$ cat config.mk
export PLATFORM = sky130hd
export DESIGN_NAME = binary_to_decimal_ascii
export DESIGN_NICKNAME = d
export VERILOG_FILES = /design/src/rtl/b2da_pkg.sv /design/src/rtl/binary_to_decimal_ascii.sv
export SDC_FILE = /design/constraint.sdc
export NUM_CORES = 1
export LEC_CHECK = 0
export CAP_MARGIN = 20
export CORE_MARGIN = 8
export CORE_UTILIZATION = 45
export DETAILED_ROUTE_END_ITERATION = 6
export DONT_BUFFER_PORTS = 1
export GPL_TIMING_DRIVEN = 0
export SETUP_SLACK_MARGIN = 0.3
export SKIP_CTS_REPAIR_TIMING = 1
export SLEW_MARGIN = 20
export SYNTH_ARGS = -nofsm -noshare
export SYNTH_HDL_FRONTEND = slang
export SYNTH_SLANG_ARGS = --single-unit
$ cat constraint.sdc
create_clock -name clock -period 5.75 [get_ports clock]
set_input_delay 0.2875 -clock clock [delete_from_list [all_inputs] [get_ports clock]]
set_output_delay 0.2875 -clock clock [all_outputs]
set_load 0.01 [all_outputs]
$ cat src/rtl/b2da_pkg.sv
// Shared types and constants for the binary to decimal ASCII converter.
// Depends on nothing; imported by binary_to_decimal_ascii.
package b2da_pkg;

   // Width of the converted value; bits of the request above it are dropped
   localparam int VALUE_WIDTH = 32;
   // Decimal digits needed for VALUE_WIDTH bits: floor(W * log10(2)) + 1
   localparam int DIGITS      = (VALUE_WIDTH * 30103) / 100000 + 1;
   localparam int BCD_WIDTH   = 4 * DIGITS;
   localparam int SHIFT_CNT_W = (VALUE_WIDTH > 1) ? $clog2(VALUE_WIDTH) : 1;
   localparam int DIGIT_CNT_W = $clog2(DIGITS + 1);

   localparam int          CHAR_WIDTH = 6;
   localparam logic [CHAR_WIDTH-1:0] ASCII_ZERO = CHAR_WIDTH'(48);

   typedef enum logic [1:0] {
      ST_IDLE,
      ST_SHIFT,
      ST_EMIT
   } b2da_state_type;

   // Double-dabble correction: add 3 to every BCD digit of 5 or more
   function automatic logic [BCD_WIDTH-1:0] bcd_adjust(input logic [BCD_WIDTH-1:0] bcd);
      logic [BCD_WIDTH-1:0] res;
      logic [3:0]           dig;
      res = bcd;
      for (int i = 0; i < DIGITS; i++) begin
         dig = bcd[4*i +: 4];
         if (dig >= 4'd5) begin
            res[4*i +: 4] = dig + 4'd3;
         end
      end
      return res;
   endfunction

endpackage

$ cat src/rtl/binary_to_decimal_ascii.sv
// Binary to decimal ASCII converter: top level and its whole datapath.
// Depends on b2da_pkg for widths, state type and the BCD correction.
//
// Converts one unsigned 32-bit request value into its decimal text, most
// significant digit first, one ASCII digit per response, leading zeros
// suppressed (zero gives a single '0'); rsp_last marks the final digit.
// One shared shift/add-3 unit runs the double-dabble conversion, one value bit
// per cycle, then a digit shifter walks the BCD register one digit per cycle,
// dropping leading zeros, but stalls while a digit waits for a busy output
// register. req_ready is high only between requests. The last digit sits in
// an output register, so the next request is taken while that digit still
// waits.
module binary_to_decimal_ascii
   import b2da_pkg::*;
(
   input  logic                  clock,
   input  logic                  reset,
   input  logic                  req_valid,
   output logic                  req_ready,
   input  logic [31:0]           req_value,
   output logic                  rsp_valid,
   input  logic                  rsp_ready,
   output logic [CHAR_WIDTH-1:0] rsp_digit_char,
   output logic                  rsp_last
);

   b2da_state_type          state_ff, state_in;
   logic [VALUE_WIDTH-1:0]  value_ff, value_in;
   logic [BCD_WIDTH-1:0]    bcd_ff, bcd_in;
   logic [SHIFT_CNT_W-1:0]  shift_cnt_ff, shift_cnt_in;
   logic [DIGIT_CNT_W-1:0]  digit_cnt_ff, digit_cnt_in;
   logic                    started_ff, started_in;
   logic                    rsp_valid_ff, rsp_valid_in;
   logic [CHAR_WIDTH-1:0]   rsp_char_ff, rsp_char_in;
   logic                    rsp_last_ff, rsp_last_in;

   logic [BCD_WIDTH-1:0]    bcd_adj;
   logic [3:0]              top_digit;
   logic                    is_last;
   logic                    show;
   logic                    slot_free;

   assign req_ready      = (state_ff == ST_IDLE);
   assign rsp_valid      = rsp_valid_ff;
   assign rsp_digit_char = rsp_char_ff;
   assign rsp_last       = rsp_last_ff;

   assign bcd_adj   = bcd_adjust(bcd_ff);
   assign top_digit = bcd_ff[BCD_WIDTH-1 -: 4];
   assign is_last   = (digit_cnt_ff == DIGIT_CNT_W'(1));
   assign show      = started_ff || (top_digit != 4'd0) || is_last;
   assign slot_free = !rsp_valid_ff || rsp_ready;

   // Hold state and datapath registers
   always_ff @(posedge clock) begin
      if (reset) begin
         state_ff     <= ST_IDLE;
         rsp_valid_ff <= 1'b0;
      end else begin
         state_ff     <= state_in;
         rsp_valid_ff <= rsp_valid_in;
      end
      value_ff     <= value_in;
      bcd_ff       <= bcd_in;
      shift_cnt_ff <= shift_cnt_in;
      digit_cnt_ff <= digit_cnt_in;
      started_ff   <= started_in;
      rsp_char_ff  <= rsp_char_in;
      rsp_last_ff  <= rsp_last_in;
   end

   // Sequence load, shift and digit emission
   always_comb begin
      state_in     = state_ff;
      value_in     = value_ff;
      bcd_in       = bcd_ff;
      shift_cnt_in = shift_cnt_ff;
      digit_cnt_in = digit_cnt_ff;
      started_in   = started_ff;
      rsp_valid_in = rsp_valid_ff;
      rsp_char_in  = rsp_char_ff;
      rsp_last_in  = rsp_last_ff;

      // Drop the held digit once taken
      if (rsp_valid_ff && rsp_ready) begin
         rsp_valid_in = 1'b0;
      end

      unique case (state_ff)
         ST_IDLE: begin
            if (req_valid) begin
               value_in     = VALUE_WIDTH'(req_value);
               bcd_in       = '0;
               shift_cnt_in = SHIFT_CNT_W'(VALUE_WIDTH - 1);
               state_in     = ST_SHIFT;
            end
         end
         ST_SHIFT: begin
            // Correct digits, then shift one value bit into the BCD register
            bcd_in   = {bcd_adj[BCD_WIDTH-2:0], value_ff[VALUE_WIDTH-1]};
            value_in = value_ff << 1;
            if (shift_cnt_ff == '0) begin
               digit_cnt_in = DIGIT_CNT_W'(DIGITS);
               started_in   = 1'b0;
               state_in     = ST_EMIT;
            end else begin
               shift_cnt_in = shift_cnt_ff - SHIFT_CNT_W'(1);
            end
         end
         ST_EMIT: begin
            // Skip leading zeros; otherwise wait for a free output slot
            if (!show || slot_free) begin
               if (show) begin
                  rsp_valid_in = 1'b1;
                  rsp_char_in  = ASCII_ZERO + CHAR_WIDTH'(top_digit);
                  rsp_last_in  = is_last;
               end
               bcd_in       = bcd_ff << 4;
               digit_cnt_in = digit_cnt_ff - DIGIT_CNT_W'(1);
               started_in   = show;
               if (is_last) begin
                  state_in = ST_IDLE;
               end
            end
         end
         default: begin
            state_in = ST_IDLE;
         end
      endcase
   end

endmodule
=== Yosys cells after proc, flatten, opt, wreduce, memory -nomap -nowiden ===
Index checks and enable logic that the tools add are counted.

* $add $sub $neg: 13
* Multipliers: 0
* Div/mod/pow operators: 0
* Magnitude comparators: 10
* Eq/ne operators: 8
* Shifts and indexed selects: 0
* Multiplexer cells: 33
* Bitwise logic cells: 0
* Reductions and logical operators: 19

{| class="wikitable"
|+ Operator list
! operator !! count
|-
| one-hot mux 40 bit (3 select lines) || 1
|-
| 2-to-1 mux 40 bit || 2
|-
| one-hot mux 32 bit (2 select lines) || 1
|-
| 2-to-1 mux 4 bit || 11
|-
| greater-or-equal comparator 4 x 3 -> 1 bit, second input constant || 10
|-
| adder 4 x 2 -> 4 bit, second input constant || 9
|-
| 2-to-1 mux 32 bit || 1
|-
| AND reduction 3 bit || 4
|-
| 2-to-1 mux 5 bit || 2
|-
| != test 2 bit, second input constant || 5
|-
| one-hot mux 5 bit (2 select lines) || 1
|-
| 2-to-1 mux 2 bit || 4
|-
| one-hot mux 4 bit (2 select lines) || 1
|-
| adder 5 x 5 -> 6 bit, first input constant || 1
|-
| 2-to-1 mux 1 bit || 6
|-
| one-hot mux 2 bit (3 select lines) || 1
|-
| zero test 5 bit || 1
|-
| subtractor 5 x 1 -> 5 bit, second input constant || 1
|-
| equality test 4 x 1 -> 1 bit, second input constant || 1
|-
| logical OR 1 bit || 4
|-
| AND reduction 4 bit || 1
|-
| nonzero test 2 bit || 2
|-
| nonzero test 4 bit || 1
|-
| subtractor 4 x 1 -> 4 bit, second input constant || 1
|-
| 10 further kinds || 11
|}

* Bits in registers: 92
* Latch bits: 0
* Memory bits (writable): 0
* Bits in read-only memories: 0
* Input port bits: 36
* Logic and storage cells: 92
* Memories: 0

=== Depth between registers and ports, before layout ===
* Depth in word-level cells: 7
* Depth in mapped cells: 7

=== Least setup slack after synthesis ===
OpenSTA, ideal clock, no wires.

* Path kind: register to register
* Start point: reg bcd_ff[36]
* End point: reg bcd_ff[0], enable pin
* Setup time: 487 ps
* Arrival: 4099 ps
* Required time: 5263 ps
* Path slack: 1164 ps
* Stages on the path, launching flop included: 7
* Path buffers: 0
* Period minus slack after synthesis: 4586 ps
* Cells stage by stage: edfxtp_1 -> inv_1 -> ha_1 -> or4b_1 -> o21ai_2 -> nor2_1 -> nor3_1

* Cells in the longest elaborated chain, start to end: 7

{| class="wikitable"
|+ Ends and longest elaborated chain
! element !! RTL line !! source
|-
| start, declared || binary_to_decimal_ascii.sv:29 || <nowiki>logic [BCD_WIDTH-1:0] bcd_ff, bcd_in;</nowiki>
|-
| start signal, assigned || binary_to_decimal_ascii.sv:64 || <nowiki>bcd_ff <= bcd_in;</nowiki>
|-
| nonzero test 4 bit || binary_to_decimal_ascii.sv:51 || <nowiki>assign show = started_ff || (top_digit != 4'd0) || is_last;</nowiki>
|-
| logical OR 1 bit (2 in series) || binary_to_decimal_ascii.sv:51 ||
|-
| zero test 1 bit || binary_to_decimal_ascii.sv:112 || <nowiki>if (!show || slot_free) begin</nowiki>
|-
| logical OR 1 bit || binary_to_decimal_ascii.sv:112 ||
|-
| != test 2 bit (no source line) || - ||
|-
| AND reduction 3 bit (no source line) || - ||
|}

No other way between the ends.
A chain may end at the register's enable or synchronous reset.

=== Worst setup path after layout ===
* Start point: reg bcd_ff[36]
* End point: reg bcd_ff[27], enable pin

Same word-level chain as after synthesis.

==> impl_metrics.csv <==
group,metric,value,unit
outcome,status,"completed",
global_routing,antenna_found_initial,1,
timing,finClkSkew,0.00804,ns
critical_path,end_kind,"flip-flop",
global_routing,grt_start_max_net_pins,34,
timing,maxSlewHeadroom,0.469,
logic_synthesis,ys_seq_area_frac,0.561,
route,routedWlPerCell,15.8,um
global_routing,grt.total_usage,0.128,
clock_tree,cts_tree,"done",
placement,place.gp.congestion,0.725,
timing,worstMarginPinSlew,0.789,ns
timing,setup_violations,0,
pwr,pwr-share-comb,0.277,
global_routing,overflow,0,
timing,tns,0,ns
route,first_pass_iters,4,
placement,placed_cells,534,
global_routing,grt_pass1_wl,14.7,mm
timing,rsz0062_at_grt,"no",
critical_path,critPathArrivalTime,2.82,ns
timing,layout_min_cycle_time,2.75,ns
route,postRouteWirelength,8.71,mm
critical_path,critPathMaxFanout,9,
pwr,ir_drop,0.164,mV
timing,timing.fmax,364,MHz
pwr,p_seq_frac,0.511,
pwr,p_per_area,389,nW/um^2
pwr,leakage,1.84,nW
timing,fin_ws,3.00,ns
clock_tree,clk_pin_slew,0.09,ns
clock_tree,cts_sinks,90,
logic_synthesis,ys_warn_count,0,
logic_synthesis,synth_seq_cells,90,
logic_synthesis,syn_avg_cell_area,12.1,um^2
critical_path,start_kind,"flip-flop",
placement,dpl_cell_area,4980,um^2
route,postRouteAntennaNets,0,
die,core,10300,um^2
finish,fill_cells,915,
critical_path,crit_type,"flip-flop to flip-flop",
clock_tree,ctsLongestPathBuffers,2,
logic_synthesis,syn_inst,393,
route,vias_per_cell,5.26,
die,num_rows,37,
placement,io_buffer_count,0,
clock_tree,cts_buffers,9,
finish,drive_gt1_frac,0.169,
finish,stdcell_area,5170,um^2
die,pin_count,45,
pwr,internal_power,1.37,mW
timing,maxSlewViolCount,0,
clock_tree,cts.htree.levels,3,
placement,dp_hpwl,6.16,mm
die,die_area,14100,um^2
finish,syn2layout_area_growth,8.56,%
finish,nets,474,
logic_synthesis,syn-cell-area,4770,um^2
die,initial_core_util,0.462,
hold_path,min-delay-path-class,"primary input to flip-flop",
flow_run,maxCapViolations,0,
route,vias,2904,
global_routing,grt_pass1_vias,3027,
finish,final_cell_count_no_fill,552,
pwr,switching_share,0.318,
pwr,clockPowerShare,0.212,
placement,post-place-ws,2.98,ns
timing,final-hold-violation-count,0,
die,dieHeight,119,um
route,drt_iter0_markers,138,
route,drc,0,
timing,finalCritPeriodShare,0.478,
clock_tree,root_buffer,"clkbuf_8",
die,die_w,119,um
finish,postLayoutCoreUtil,0.501,
clock_tree,clk_latency,0.36,ns
logic_synthesis,synth_cell_types,35,
critical_path,worstPathRequired,5.82,ns
pwr,p_switching,639,uW
==> metal layers <==
layer	part of all wire	track usage	wire length [um]	vias up
met4	0.012	0.0490	102	2
met5	0.00092	0	8	-
met1	0.47	0.157	4090	1395
li1	-	-	-	1436
met3	0.077	0.0553	673	12
met2	0.44	0.197	3840	59
==> kinds of logic after synthesis <==
group                      synth area share
AOI/OAI and AO/OA                    0.0892
and+or+nand+nor                       0.102
adders and majority gates            0.0735
xor gates and xnor gates             0.0404
buffers and inverters                0.0365
other                              0.000787
muxes                                0.0966
DFF                                   0.561
==> flip-flops by register name, summed over array words and instances, names as in the netlist <==
signal / cells
rsp_valid: 1
state_ff: 2
value_ff: 32
digit_cnt_ff: 4
bcd_ff: 40
started_ff: 1
rsp_digit_char: 4
rsp_last: 1
shift_cnt_ff: 5
==> cells in the mapped netlist <==
cell	instances	share of area
a211oi_1	1	0.0016
a21boi_0	1	0.0016
a21boi_2	1	0.0024
a21o_1	1	0.0016
a21oi_1	23	0.024
a32o_1	1	0.0021
and2_1	2	0.0026
and3_1	2	0.0026
buf_1	3	0.0024
buf_2	4	0.0042
buf_4	2	0.0031
clkbuf_1	6	0.0047
conb_1	1	0.00079
dfxtp_1	3	0.013
edfxtp_1	87	0.55
ha_1	28	0.073
inv_1	28	0.022
mux2_2	40	0.094
mux2i_1	1	0.0021
nand2_1	45	0.035
nand2b_1	11	0.014
nor2_1	6	0.0047
nor2b_1	4	0.0052
nor2b_2	1	0.0018
nor3_1	6	0.0063
nor3b_1	11	0.017
nor3b_2	1	0.0026
nor4b_4	1	0.0050
o21ai_0	28	0.029
o21ai_1	10	0.010
o21ai_2	1	0.0018
o31ai_1	9	0.014
or4b_1	2	0.0042
xnor2_1	14	0.026
xor2_1	8	0.015
==> path summary, 6_finish.rpt <==
check | from | to | slack (ns) | cells after the start
setup / recovery | bcd_ff[36]$_DFFE_PP_ | bcd_ff[27]$_DFFE_PP_ | 3.00 | 8
hold / removal | req_value[0] | value_ff[0]$_SDFFCE_PP0P_ | 0.14 | 1
hold reg to reg | bcd_ff[37]$_DFFE_PP_ | rsp_digit_char[1]$_DFFE_PP_ | 0.46 | 0
setup reg to reg | bcd_ff[36]$_DFFE_PP_ | bcd_ff[27]$_DFFE_PP_ | 3.00 | 8
==> cells in the final DEF, fill, tap and decap left out, types with 3 or more instances in the layout <==
master	n
a21oi_1	23
nor3b_1	11
xor2_1	8
clkbuf_8	9
o21ai_1	10
ha_1	28
buf_2	4
nand2_1	45
edfxtp_1	87
nand2b_1	11
dfxtp_1	3
inv_1	28
nor2b_1	4
clkbuf_1	8
buf_4	6
nor2_1	6
o31ai_1	9
buf_1	3
nor3_1	5
o21ai_0	28
mux2_2	40
xnor2_1	14
==> through the flow <==
step | hold slack, ns | total power [mW]
after floorplan | 0.357 | 1.46
after global placement | 0.357 | 1.58
after detailed placement | 0.363 | 1.60
after CTS | -0.0335 | 2.03
after global routing | 0.116 | 2.15
final | 0.144 | 2.01
==> critical path: stages (launching register included) <==
cell      delay (ns)
edfxtp_1        0.42
inv_1           0.14
ha_1            0.15
or4b_1          0.47
o21ai_2         0.21
nor2_1          0.10
nor3_2          0.49
buf_4           0.27
buf_4           0.20
==> power by group through the flow <==
stage / clock [mW] / combinational (mW) / sequential, mW
2_1_floorplan: 0 / 0.447 / 1.01
4_1_cts: 0.437 / 0.564 / 1.03
3_3_place_gp: 0 / 0.530 / 1.05
6_report: 0.427 / 0.557 / 1.03
3_5_place_dp: 0 / 0.562 / 1.04
5_1_grt: 0.463 / 0.634 / 1.05
==> layout make-up <==
cell class / instances / area, um^2 / area share
Sequential cell: 90 / 2670 / 0.516
Multi-Input combinational cell: 261 / 1930 / 0.373
Timing Repair Buffer: 5 / 40.0 / 0.00774
Clock buffer: 11 / 131 / 0.0254
Buffer: 15 / 68.8 / 0.0133
Tap cell: 136 / 170 / 0.0329
Antenna cell: 1 / 2.50 / 0.000484
Inverter: 28 / 105 / 0.0203
Clock inverter: 5 / 55.1 / 0.0106
No activity file was read; power rests on OpenSTA's default activity.
